### src/hdl/fiac_pkg.sv
// types and constants of the frame interval anomaly check
package fiac_pkg;

	localparam int NUM_REGS  = 4;
	localparam int REG_IDX_W = 2;
	localparam int ENTRY_W   = 64;
	localparam int ID_W      = 16;
	localparam int TIME_W    = 32;
	localparam int NOM_W     = 24;
	localparam int PCT_W     = 12;

	// nominal/100 as a multiply by 2^31/100 rounded up, a scaled reciprocal of 100
	localparam int DIV100_MUL_W = 25;
	localparam logic [DIV100_MUL_W-1:0] DIV100_MUL = 25'd21474837;
	localparam int DIV100_SHIFT = 31;
	localparam int DIV_PROD_W   = NOM_W + DIV100_MUL_W;
	localparam int BASE_W       = DIV_PROD_W - DIV100_SHIFT;
	localparam int BOUND_PROD_W = BASE_W + PCT_W;

	// configuration register indexes
	typedef enum logic [REG_IDX_W-1:0] {
		REG_ENTRY_0,
		REG_ENTRY_1,
		REG_ENTRY_2,
		REG_ENTRY_3
	} fiac_reg_e;

	localparam logic [ENTRY_W-1:0] ENTRY_RESET [NUM_REGS] = '{
		64'd900774901710848017,
		64'd900774901710848016,
		64'd2251854795820236864,
		64'd4503610688022773920
	};

	// layout of one entry register
	typedef struct packed {
		logic [PCT_W-1:0] high_pct;
		logic [PCT_W-1:0] low_pct;
		logic [NOM_W-1:0] nominal;
		logic [ID_W-1:0]  id;
	} fiac_entry_t;

	// per-source state word held in memory
	typedef struct packed {
		logic [TIME_W-1:0] count;
		logic [TIME_W-1:0] last;
	} fiac_word_t;

	// pipeline stage control
	typedef struct packed {
		logic vld;
		logic hit;
	} fiac_ctl_t;

	// result of one item
	typedef struct packed {
		logic              anomalous;
		logic              monitored;
		logic [TIME_W-1:0] violations;
	} fiac_res_t;

endpackage

### src/hdl/frame_interval_anomaly_check.sv
// top level of the frame interval anomaly check
//
// Input channel (in_valid/in_ready) carries one received frame per item:
// src_id and the arrival time now_us in microseconds. Output channel
// (out_valid/out_ready) returns one result item per frame: anomalous,
// monitored and the matched entry's violation count.
// Four entry registers are written through cfg_we/cfg_idx/cfg_wdata; the user
// must write them only while no item is in flight (the block does not enforce
// it); each packs id, nominal interval, low and high percent.
// A result passes through stages s1, s2 and s3 and then the output register.
// Throughput: one item per cycle while the receiver does not stall; the state
// memory is read one stage ahead of its single write port, and a one-entry
// forward covers back-to-back frames of the same source.
// Reset clears the arrival times and counters at once (written marks per
// entry) and loads the default entries; no clearing pass is needed.
// When the receiver stalls, the whole pipeline holds and in_ready drops in
// the same cycle; the result stays in the output register until taken.
module frame_interval_anomaly_check #(
	parameter int ENTRIES = 4
) (
	input  logic                            clk,
	input  logic                            arst_n,
	input  logic                            cfg_we,
	input  logic [fiac_pkg::REG_IDX_W-1:0]  cfg_idx,
	input  logic [fiac_pkg::ENTRY_W-1:0]    cfg_wdata,
	input  logic                            in_valid,
	output logic                            in_ready,
	input  logic [fiac_pkg::ID_W-1:0]       src_id,
	input  logic [fiac_pkg::TIME_W-1:0]     now_us,
	output logic                            out_valid,
	input  logic                            out_ready,
	output logic                            anomalous,
	output logic                            monitored,
	output logic [fiac_pkg::TIME_W-1:0]     violations
);
	import fiac_pkg::*;

	localparam int IDX_W = (ENTRIES > 1) ? $clog2(ENTRIES) : 1;

	logic              en;
	logic              hit;
	logic [IDX_W-1:0]  idx;
	fiac_entry_t       sel;
	logic [IDX_W-1:0]  idx_s2, idx_s3;
	fiac_ctl_t         ctl_s3;
	logic [TIME_W-1:0] now_s3, lo_s3, hi_s3;
	fiac_res_t         res;
	logic              out_valid_q;
	fiac_res_t         res_q;

	// pipeline advances whenever the output register is free or drained
	assign en       = !out_valid_q || out_ready;
	assign in_ready = en;

	fiac_match #(
		.ENTRIES (ENTRIES),
		.IDX_W   (IDX_W)
	) u_match (
		.clk       (clk),
		.arst_n    (arst_n),
		.cfg_we    (cfg_we),
		.cfg_idx   (cfg_idx),
		.cfg_wdata (cfg_wdata),
		.src_id    (src_id),
		.hit       (hit),
		.idx       (idx),
		.sel       (sel)
	);

	fiac_window #(
		.IDX_W (IDX_W)
	) u_window (
		.clk    (clk),
		.arst_n (arst_n),
		.en     (en),
		.in_vld (in_valid),
		.hit    (hit),
		.idx    (idx),
		.now_us (now_us),
		.sel    (sel),
		.idx_s2 (idx_s2),
		.ctl_s3 (ctl_s3),
		.idx_s3 (idx_s3),
		.now_s3 (now_s3),
		.lo_s3  (lo_s3),
		.hi_s3  (hi_s3)
	);

	fiac_state #(
		.ENTRIES (ENTRIES),
		.IDX_W   (IDX_W)
	) u_state (
		.clk    (clk),
		.arst_n (arst_n),
		.en     (en),
		.rd_idx (idx_s2),
		.ctl_s3 (ctl_s3),
		.idx_s3 (idx_s3),
		.now_s3 (now_s3),
		.lo_s3  (lo_s3),
		.hi_s3  (hi_s3),
		.res    (res)
	);

	// output register valid
	always_ff @(posedge clk or negedge arst_n) begin
		if (!arst_n) begin
			out_valid_q <= 1'b0;
		end else if (en) begin
			out_valid_q <= ctl_s3.vld;
		end
	end

	// output register payload
	always_ff @(posedge clk) begin
		if (en) begin
			res_q <= res;
		end
	end

	assign out_valid  = out_valid_q;
	assign anomalous  = res_q.anomalous;
	assign monitored  = res_q.monitored;
	assign violations = res_q.violations;

endmodule

### src/hdl/fiac_match.sv
// entry registers and lowest-index source id match
module fiac_match #(
	parameter int ENTRIES = 4,
	parameter int IDX_W   = 2
) (
	input  logic                            clk,
	input  logic                            arst_n,
	input  logic                            cfg_we,
	input  logic [fiac_pkg::REG_IDX_W-1:0]  cfg_idx,
	input  logic [fiac_pkg::ENTRY_W-1:0]    cfg_wdata,
	input  logic [fiac_pkg::ID_W-1:0]       src_id,
	output logic                            hit,
	output logic [IDX_W-1:0]                idx,
	output fiac_pkg::fiac_entry_t           sel
);
	import fiac_pkg::*;

	fiac_entry_t entry_w [ENTRIES];

	// configured entries; slots past the register list stay zero
	for (genvar i = 0; i < ENTRIES; i++) begin : g_entry
		if (i < NUM_REGS) begin : g_reg
			logic [ENTRY_W-1:0] entry_q;

			always_ff @(posedge clk or negedge arst_n) begin
				if (!arst_n) begin
					entry_q <= ENTRY_RESET[i];
				end else if (cfg_we && (cfg_idx == REG_IDX_W'(i))) begin
					entry_q <= cfg_wdata;
				end
			end

			assign entry_w[i] = fiac_entry_t'(entry_q);
		end else begin : g_zero
			assign entry_w[i] = '0;
		end
	end

	// priority match, lowest index wins
	always_comb begin
		hit = 1'b0;
		idx = '0;
		sel = '0;
		for (int i = ENTRIES - 1; i >= 0; i--) begin
			if (entry_w[i].id == src_id) begin
				hit = 1'b1;
				idx = IDX_W'(i);
				sel = entry_w[i];
			end
		end
	end

endmodule

### src/hdl/fiac_window.sv
// item pipeline that works out the accepted interval window
module fiac_window #(
	parameter int IDX_W = 2
) (
	input  logic                           clk,
	input  logic                           arst_n,
	input  logic                           en,
	input  logic                           in_vld,
	input  logic                           hit,
	input  logic [IDX_W-1:0]               idx,
	input  logic [fiac_pkg::TIME_W-1:0]    now_us,
	input  fiac_pkg::fiac_entry_t          sel,
	output logic [IDX_W-1:0]               idx_s2,
	output fiac_pkg::fiac_ctl_t            ctl_s3,
	output logic [IDX_W-1:0]               idx_s3,
	output logic [fiac_pkg::TIME_W-1:0]    now_s3,
	output logic [fiac_pkg::TIME_W-1:0]    lo_s3,
	output logic [fiac_pkg::TIME_W-1:0]    hi_s3
);
	import fiac_pkg::*;

	fiac_ctl_t            ctl_s1, ctl_s2;
	logic [IDX_W-1:0]     idx_s1;
	logic [TIME_W-1:0]    now_s1, now_s2;
	logic [NOM_W-1:0]     nominal_s1;
	logic [PCT_W-1:0]     lo_pct_s1, hi_pct_s1, lo_pct_s2, hi_pct_s2;
	logic [BASE_W-1:0]    base_s2;
	logic [DIV_PROD_W-1:0]   div_prod;
	logic [BOUND_PROD_W-1:0] lo_prod, hi_prod;

	// truncating divide by 100
	assign div_prod = DIV_PROD_W'(nominal_s1) * DIV_PROD_W'(DIV100_MUL);

	// window bounds, always within 32 bits
	assign lo_prod = BOUND_PROD_W'(base_s2) * BOUND_PROD_W'(lo_pct_s2);
	assign hi_prod = BOUND_PROD_W'(base_s2) * BOUND_PROD_W'(hi_pct_s2);

	// stage control
	always_ff @(posedge clk or negedge arst_n) begin
		if (!arst_n) begin
			ctl_s1 <= '0;
			ctl_s2 <= '0;
			ctl_s3 <= '0;
		end else if (en) begin
			ctl_s1 <= '{vld: in_vld, hit: hit};
			ctl_s2 <= ctl_s1;
			ctl_s3 <= ctl_s2;
		end
	end

	// stage payload
	always_ff @(posedge clk) begin
		if (en) begin
			idx_s1     <= idx;
			now_s1     <= now_us;
			nominal_s1 <= sel.nominal;
			lo_pct_s1  <= sel.low_pct;
			hi_pct_s1  <= sel.high_pct;

			idx_s2    <= idx_s1;
			now_s2    <= now_s1;
			base_s2   <= div_prod[DIV100_SHIFT +: BASE_W];
			lo_pct_s2 <= lo_pct_s1;
			hi_pct_s2 <= hi_pct_s1;

			idx_s3 <= idx_s2;
			now_s3 <= now_s2;
			lo_s3  <= TIME_W'(lo_prod);
			hi_s3  <= TIME_W'(hi_prod);
		end
	end

endmodule

### src/hdl/fiac_state.sv
// per-source state memory with read-modify-write and forwarding
module fiac_state #(
	parameter int ENTRIES = 4,
	parameter int IDX_W   = 2
) (
	input  logic                           clk,
	input  logic                           arst_n,
	input  logic                           en,
	input  logic [IDX_W-1:0]               rd_idx,
	input  fiac_pkg::fiac_ctl_t            ctl_s3,
	input  logic [IDX_W-1:0]               idx_s3,
	input  logic [fiac_pkg::TIME_W-1:0]    now_s3,
	input  logic [fiac_pkg::TIME_W-1:0]    lo_s3,
	input  logic [fiac_pkg::TIME_W-1:0]    hi_s3,
	output fiac_pkg::fiac_res_t            res
);
	import fiac_pkg::*;

	fiac_word_t        mem [ENTRIES];
	logic [ENTRIES-1:0] valid_q;
	fiac_word_t        rd_word_s3;
	logic              rd_vld_s3;
	logic              fwd_vld_q;
	logic [IDX_W-1:0]  fwd_idx_q;
	fiac_word_t        fwd_word_q;
	fiac_word_t        cur;
	fiac_word_t        wr_word;
	logic              wr_en;
	logic              outside;
	logic [TIME_W-1:0] dt;
	logic [TIME_W-1:0] new_cnt;

	// current state: last write wins over the stale read, unwritten reads as zero
	always_comb begin
		if (fwd_vld_q && (fwd_idx_q == idx_s3)) begin
			cur = fwd_word_q;
		end else if (rd_vld_s3) begin
			cur = rd_word_s3;
		end else begin
			cur = '0;
		end
	end

	// interval check against the window
	assign dt      = now_s3 - cur.last;
	assign outside = (cur.last != '0) && ((dt < lo_s3) || (dt > hi_s3));
	assign new_cnt = cur.count + TIME_W'(outside);
	assign wr_en   = en && ctl_s3.vld && ctl_s3.hit;
	assign wr_word = '{count: new_cnt, last: now_s3};

	assign res.anomalous  = ctl_s3.hit && outside;
	assign res.monitored  = ctl_s3.hit;
	assign res.violations = ctl_s3.hit ? new_cnt : '0;

	// state memory, read before write
	always_ff @(posedge clk) begin
		if (wr_en) begin
			mem[idx_s3] <= wr_word;
		end
		if (en) begin
			rd_word_s3 <= mem[rd_idx];
		end
	end

	// written marks and read valid
	always_ff @(posedge clk or negedge arst_n) begin
		if (!arst_n) begin
			valid_q   <= '0;
			rd_vld_s3 <= 1'b0;
			fwd_vld_q <= 1'b0;
		end else if (en) begin
			rd_vld_s3 <= valid_q[rd_idx];
			fwd_vld_q <= wr_en;
			if (wr_en) begin
				valid_q[idx_s3] <= 1'b1;
			end
		end
	end

	// forwarding copy of the last write
	always_ff @(posedge clk) begin
		if (en) begin
			fwd_idx_q  <= idx_s3;
			fwd_word_q <= wr_word;
		end
	end

endmodule

### config.mk
export PLATFORM = sky130hd
export DESIGN_NAME = frame_interval_anomaly_check
export DESIGN_NICKNAME = d
export VERILOG_FILES = /design/src/hdl/fiac_pkg.sv /design/src/hdl/frame_interval_anomaly_check.sv /design/src/hdl/fiac_match.sv /design/src/hdl/fiac_window.sv /design/src/hdl/fiac_state.sv
export SDC_FILE = /design/constraint.sdc
export NUM_CORES = 2
export LEC_CHECK = 0
export BUFFER_PORTS_ARGS = -buffer_cell sky130_fd_sc_hd__buf_4
export CAP_MARGIN = 20
export CORE_MARGIN = 1.5
export CORE_UTILIZATION = 40
export CTS_CLUSTER_SIZE = 8
export DETAILED_ROUTE_END_ITERATION = 10
export SYNTH_ARGS = -nofsm -noshare
export SYNTH_HDL_FRONTEND = slang
export SYNTH_HIERARCHICAL = 1
export SYNTH_SLANG_ARGS = --single-unit
### constraint.sdc
create_clock -name clk -period 12.5 [get_ports clk]
set_input_delay 0.625 -clock clk [delete_from_list [all_inputs] [get_ports clk]]
set_output_delay 0.625 -clock clk [all_outputs]
set_load 0.02 [all_outputs]
* After elaboration in Yosys (flattened, before gate mapping)
Memories as Yosys holds them, arrays and structs flattened. A register that Yosys moved wholly into a read port is not among the register bits.
Cells that the tools add are included.
** Word-level totals
- Register bits after elaboration :: 621
- Memory bits (writable) :: 256
- Input port bits :: 119
- Output and inout port bits :: 36
- Word-level logic and storage cells :: 91
- Memories :: 1
** Memory list
- u_state.mem :: depth 4, width 64, rd ports 1, clocked after memory_dff 1, wr ports 1, RTL line fiac_state.sv:19 : fiac_word_t mem [ENTRIES];
** Operators by class
- $add $sub $neg :: 2
- $mul :: 3
- $lt $le $gt $ge :: 5
- Equal/unequal tests :: 8
- Mux-type cells :: 19
- Bitwise operators :: 1
- Reduce and logical (&&, ||, !) cells :: 17
** Operators by type and width (number)
- 2-to-1 mux 64 bit :: 6
- equality test 16 bit :: 4
- multiplier 18 x 12 -> 30 bit :: 2
- multiplier 24 x 25 -> 49 bit, second input constant :: 1
- adder 32 x 1 -> 32 bit :: 1
- > comparator 32 x 30 -> 1 bit :: 1
- less-than comparator 32 x 30 -> 1 bit :: 1
- nonzero test 32 bit :: 1
- subtractor 32 bit :: 1
- logical AND 1 bit :: 10
- 2-to-1 mux 1 bit :: 9
- less-than comparator 2 x 3 -> 1 bit, second input constant :: 2
- equality test 2 bit, second input constant :: 2
- 2-to-1 mux 2 bit :: 2
- bitwise OR 4 bit :: 1
- binary-select mux 1 bit (select 2 bit) :: 1
- demux 1 bit (select 2 bit) :: 1
- equality test 2 x 1 -> 1 bit, second input constant :: 1
- equality test 2 bit :: 1
- >= comparator 2 x 1 -> 1 bit, second input constant :: 1
- zero test 2 bit :: 1
- logical OR 1 bit :: 2
- AND reduction 2 bit :: 1
- OR reduction 2 bit :: 1
- zero test 1 bit :: 1

* Logic depth before layout (Yosys ltp)
- Depth after elaboration :: 8
- Depth in mapped cells :: 38
- Mapped depth without buffers :: 32

* Modules after synthesis
Netlist, hierarchy kept.
** By module, submodules not included
- fiac_window :: times used 1, cells each 2705, area an instance 30232.7 um2, sequential area each 7717.4 um2
- fiac_state :: times used 1, cells each 1356, area an instance 19183.4 um2, sequential area each 11741.3 um2
- fiac_match :: times used 1, cells each 1006, area an instance 12801.0 um2, sequential area each 6478.7 um2
- frame_interval_anomaly_check :: times used 1, cells each 37, area an instance 1068.5 um2, sequential area each 1046.0 um2

* Worst setup path after synthesis
OpenSTA, ideal clock, no wires.
- Kind :: input to register
- From :: input port out_ready
- To :: register u_state.valid_q[0]
- Setup time :: 0.092 ns
- Arrival time :: 8.863 ns
- Required time :: 12.408 ns
- Path slack :: 3.545 ns
- Cell stages on the path :: 4
- Path buffers :: 0
- Path through :: nand2b_4 nand3_1 nor3_1 or2_2
** Between the ends
- Cells in the longest elaborated chain, start to end :: 4
** Ends and longest elaborated chain
- start, declared :: RTL line frame_interval_anomaly_check.sv:31 : input logic out_ready,
- logical OR 1 bit * :: RTL line frame_interval_anomaly_check.sv:52 : assign en = !out_valid_q || out_ready;
- logical AND 1 bit (2 in a row) :: RTL line fiac_state.sv:48 : assign wr_en = en && ctl_s3.vld && ctl_s3.hit;
- AND reduction 2 bit (no line) *
- end signal, assigned :: RTL line fiac_state.sv:68 : valid_q <= '0;
- end signal, assigned by index :: RTL line fiac_state.sv:75 : valid_q[idx_s3] <= 1'b1;
- end, declared :: RTL line fiac_state.sv:20 : logic [ENTRIES-1:0] valid_q;
Every way passes the cells marked *; elsewhere a longest branch is shown, timed or not.
A chain may end at the register's enable or synchronous reset.

* Worst setup path after layout
- From :: register u_window.idx_s3[0]
- To :: register res_q (netlist bit violations[30]), data pin
** Between the ends
- Cells in the longest elaborated chain, start to end :: 8
- Elaborated cells on any way between the ends :: 10
- Those cells by class :: add/sub (2); order compare (2); eq/ne (1); mux (1); reduce/logical (4)
** Ends and longest elaborated chain
- start, declared :: RTL line fiac_window.sv:15 : output logic [IDX_W-1:0] idx_s3,
- start signal, assigned :: RTL line fiac_window.sv:66 : idx_s3 <= idx_s2;
- equality test 2 bit * :: RTL line fiac_state.sv:35 : if (fwd_vld_q && (fwd_idx_q == idx_s3)) begin
- logical AND 1 bit * :: RTL line fiac_state.sv:35
- 2-to-1 mux 64 bit * :: RTL line fiac_state.sv:35
- subtractor 32 bit :: RTL line fiac_state.sv:45 : assign dt = now_s3 - cur.last;
- less-than comparator 32 x 30 -> 1 bit or > comparator 32 x 30 -> 1 bit (tied branches) :: RTL line fiac_state.sv:46 : assign outside = (cur.last != '0) && ((dt < lo_s3) || (dt > hi_s3));
- logical OR 1 bit :: RTL line fiac_state.sv:46
- logical AND 1 bit :: RTL line fiac_state.sv:46
- adder 32 x 1 -> 32 bit * :: RTL line fiac_state.sv:47 : assign new_cnt = cur.count + TIME_W'(outside);
- net u_state.new_cnt[30] :: RTL line fiac_state.sv:31 : logic [TIME_W-1:0] new_cnt;
- end signal, assigned :: RTL line frame_interval_anomaly_check.sv:117 : res_q <= res;
- end, declared :: RTL line frame_interval_anomaly_check.sv:49 : fiac_res_t res_q;
The timed path passes the listed nets; every way through them passes the cells marked *.

==> results.py <==
metrics = {
    "routing": {
        "first_pass_iters": 6,
        "drc": 0,
        "wl_um": 144000,
        "vias": 38130,
        "drtIter0Drc": 2466,
        "ant_nets": 0,
        "drt-wirelength-per-cell_um": 19.70,
        "post_drt_via_cell_ratio": 5.215,
    },
    "logic_synthesis": {
        "syn_avg_cell_area_um2": 12.50,
        "yosysWarnings": 6,
        "syn_inst": 5017,
        "syn-cell-area_um2": 62710,
    },
    "critical_path": {
        "worstSetupEndpointType": "register",
        "worstPathMaxFanout": 39,
        "cpMaxStageDelayCell": "nand3_2",
        "cp_common_cell": "a21o_1",
        "slowest_delay_ps": 670,
        "cpLargestDelayFamily": "compound AO/OA/AOI/OAI gates",
        "critPathKind": "reg2reg",
        "worst_ep_arrival_time_ps": 9470,
        "cp.depth": 31,
        "critPathRequiredTime_ps": 13000,
        "reg2reg_slack_ps": 3530,
        "rr_worst_depth": 31,
        "critPathLaunchType": "register",
        "path_buf_inv": 1,
    },
    "timing": {
        "final-setup-viol-count": 0,
        "tightest_slew_ps": 1156,
        "drv_slew": 0,
        "finalHoldViolations": 0,
        "min_period_over_period_pct": 71.79,
        "rsz0062_at_grt": "false",
        "finalClockSkew_ps": 49.44,
        "period_minus_slack_ps": 8974,
        "slew_headroom_pct": 22.93,
        "setup_tns_ps": 0,
        "max_freq_ghz": 0.1114,
    },
    "layout": {
        "syn_to_final_growth_pct": 12.04,
        "nFillCells": 14220,
        "fin_nets": 6285,
        "drive_gt1_share_pct": 16.67,
    },
    "floorplanning": {
        "die_y_um": 399.0,
        "dieArea_um2": 159200,
        "core_area_um2": 156000,
        "die_x_um": 399.0,
        "io_pins": 155,
        "initial_core_util_pct": 40.19,
        "placementRows": 145,
    },
    "clock_tree": {
        "ctsHtreeMaxLevel": 4,
        "clock_latency_ps": 770,
        "cts_made_buffers": 137,
        "clock_sinks": 941,
        "cts_tree": "done",
        "ctsRootBufferMaster": "clkbuf_16",
        "clkTransAtPathRegs_ps": 50,
        "clock_path_buffers": 3,
    },
    "job": {
        "maxCapViolations": 0,
    },
    "global_route": {
        "antenna_found_initial": 9,
        "grt.overflow.total": 0,
        "grt_pass1_vias": 41030,
        "grt_pass1_wl_um": 231800,
        "track_usage_pct": 18.72,
        "grt_max_degree": 152,
    },
    "min_path": {
        "min_path_type": "in2reg",
        "worstHoldPathCells": 1,
    },
    "placement": {
        "dp_hpwl_um": 100800,
        "gp_congestion": 0.8957,
        "port_buffers": 154,
    },
    "run_status": {
        "outcome": "complete, no violations",
    },
}
-- placed cells by master, fill, tap and decap left out, drive strengths merged, types with 50 or more instances in the layout --
cell      n
a211oi   64
a21o     76
a21oi   133
a221oi   56
and2    163
and3     60
buf     204
clkbuf  203
dfrtp   211
dfstp    58
edfxtp  672
fa      521
ha      478
inv     759
mux2    265
mux4     65
nand2   402
nand3   107
nand4    58
nor2    144
o21ai    50
xnor2   117
xor2     83
-- path summary, 6_finish.rpt --
path,start,to
worst min-delay path,now_us[6],u_window/now_s1[6]
worst min register to register,u_window/hi_pct_s1[7],u_window/hi_pct_s2[7]
worst max-delay path,u_window/idx_s3[0],violations[30]
max in group asynchronous,arst_n,u_match/g_entry[0].g_reg.entry_q[38]
worst max register to register,u_window/idx_s3[0],violations[30]
min in group asynchronous,arst_n,u_match/g_entry[1].g_reg.entry_q[8]
-- registers in the layout (all words and copies together) (netlist names), 4 cells and up --
signal	count
u_window/hi_pct_s1	12
u_window/lo_s3	30
u_window/hi_pct_s2	12
u_state/mem	256
u_state/rd_word_s3	64
u_match/g_entry.g_reg.entry_q	256
u_window/base_s2	18
u_state/valid_q	4
u_window/nominal_s1	24
u_window/now_s2	32
u_window/lo_pct_s1	12
u_state/fwd_word_q	64
u_window/now_s1	32
u_window/lo_pct_s2	12
u_window/hi_s3	30
violations	32
u_window/now_s3	32
-- metal layers --
| metal | up-vias | global-route usage [%] | share of wire, % |
|---|---|---|---|
| li1 | 17440 | - | - |
| met1 | 19510 | 25.95 | 45 |
| met2 | 964 | 29.62 | 46 |
| met3 | 202 | 3.412 | 6.1 |
| met4 | 4 | 6.172 | 2.6 |
| met5 | - | 0 | 0.018 |
-- timing repair --
action,CTS,global route
gates resized for setup,0,0
setup buffers,0,0
hold endpoints to repair,53,0
hold buffers,15,0
-- worst register-to-register path, delay by kind of cell, from the launching register on --
| family | cells | cell delay, ps |
|---|---|---|
| flops | 1 | 550 |
| buf+inv | 1 | 520 |
| xor+xnor | 3 | 940 |
| fa+ha+maj | 4 | 1190 |
| compound gates | 14 | 3090 |
| simple gates | 9 | 2430 |
-- metrics by stage --
step | cells | area (um2) | hold slack (ps) | setup WS, ps | utilization [%]
detailed placement | 7066 | 65940 | 404.5 | 3761 | 42.26
CTS | 7302 | 70150 | 1.320 | 3676 | 44.96
global route | 7310 | 70260 | 27.92 | 2968 | 45.03
global placement | 7065 | 65940 | 400.9 | 3984 | 42.26
floorplan | 5020 | 62720 | 329.4 | 3545 | -
finish | 7311 | 70260 | 67.68 | 3526 | 45.03
-- layout make-up --
type	count	area, um2	share of cell area [%]
sequential	941	26980	38.41
inverter	753	2826	4.023
antenna	4	10.01	0.01425
clock inverter	18	331.6	0.4719
tap	2058	2575	3.665
multi-input combinational	3115	32040	45.61
timing repair buffer	219	1760	2.506
clock buffer	203	3729	5.307
Power is not shown: default switching activity piles up to over one toggle a cycle in this logic, so the estimate is an artifact.
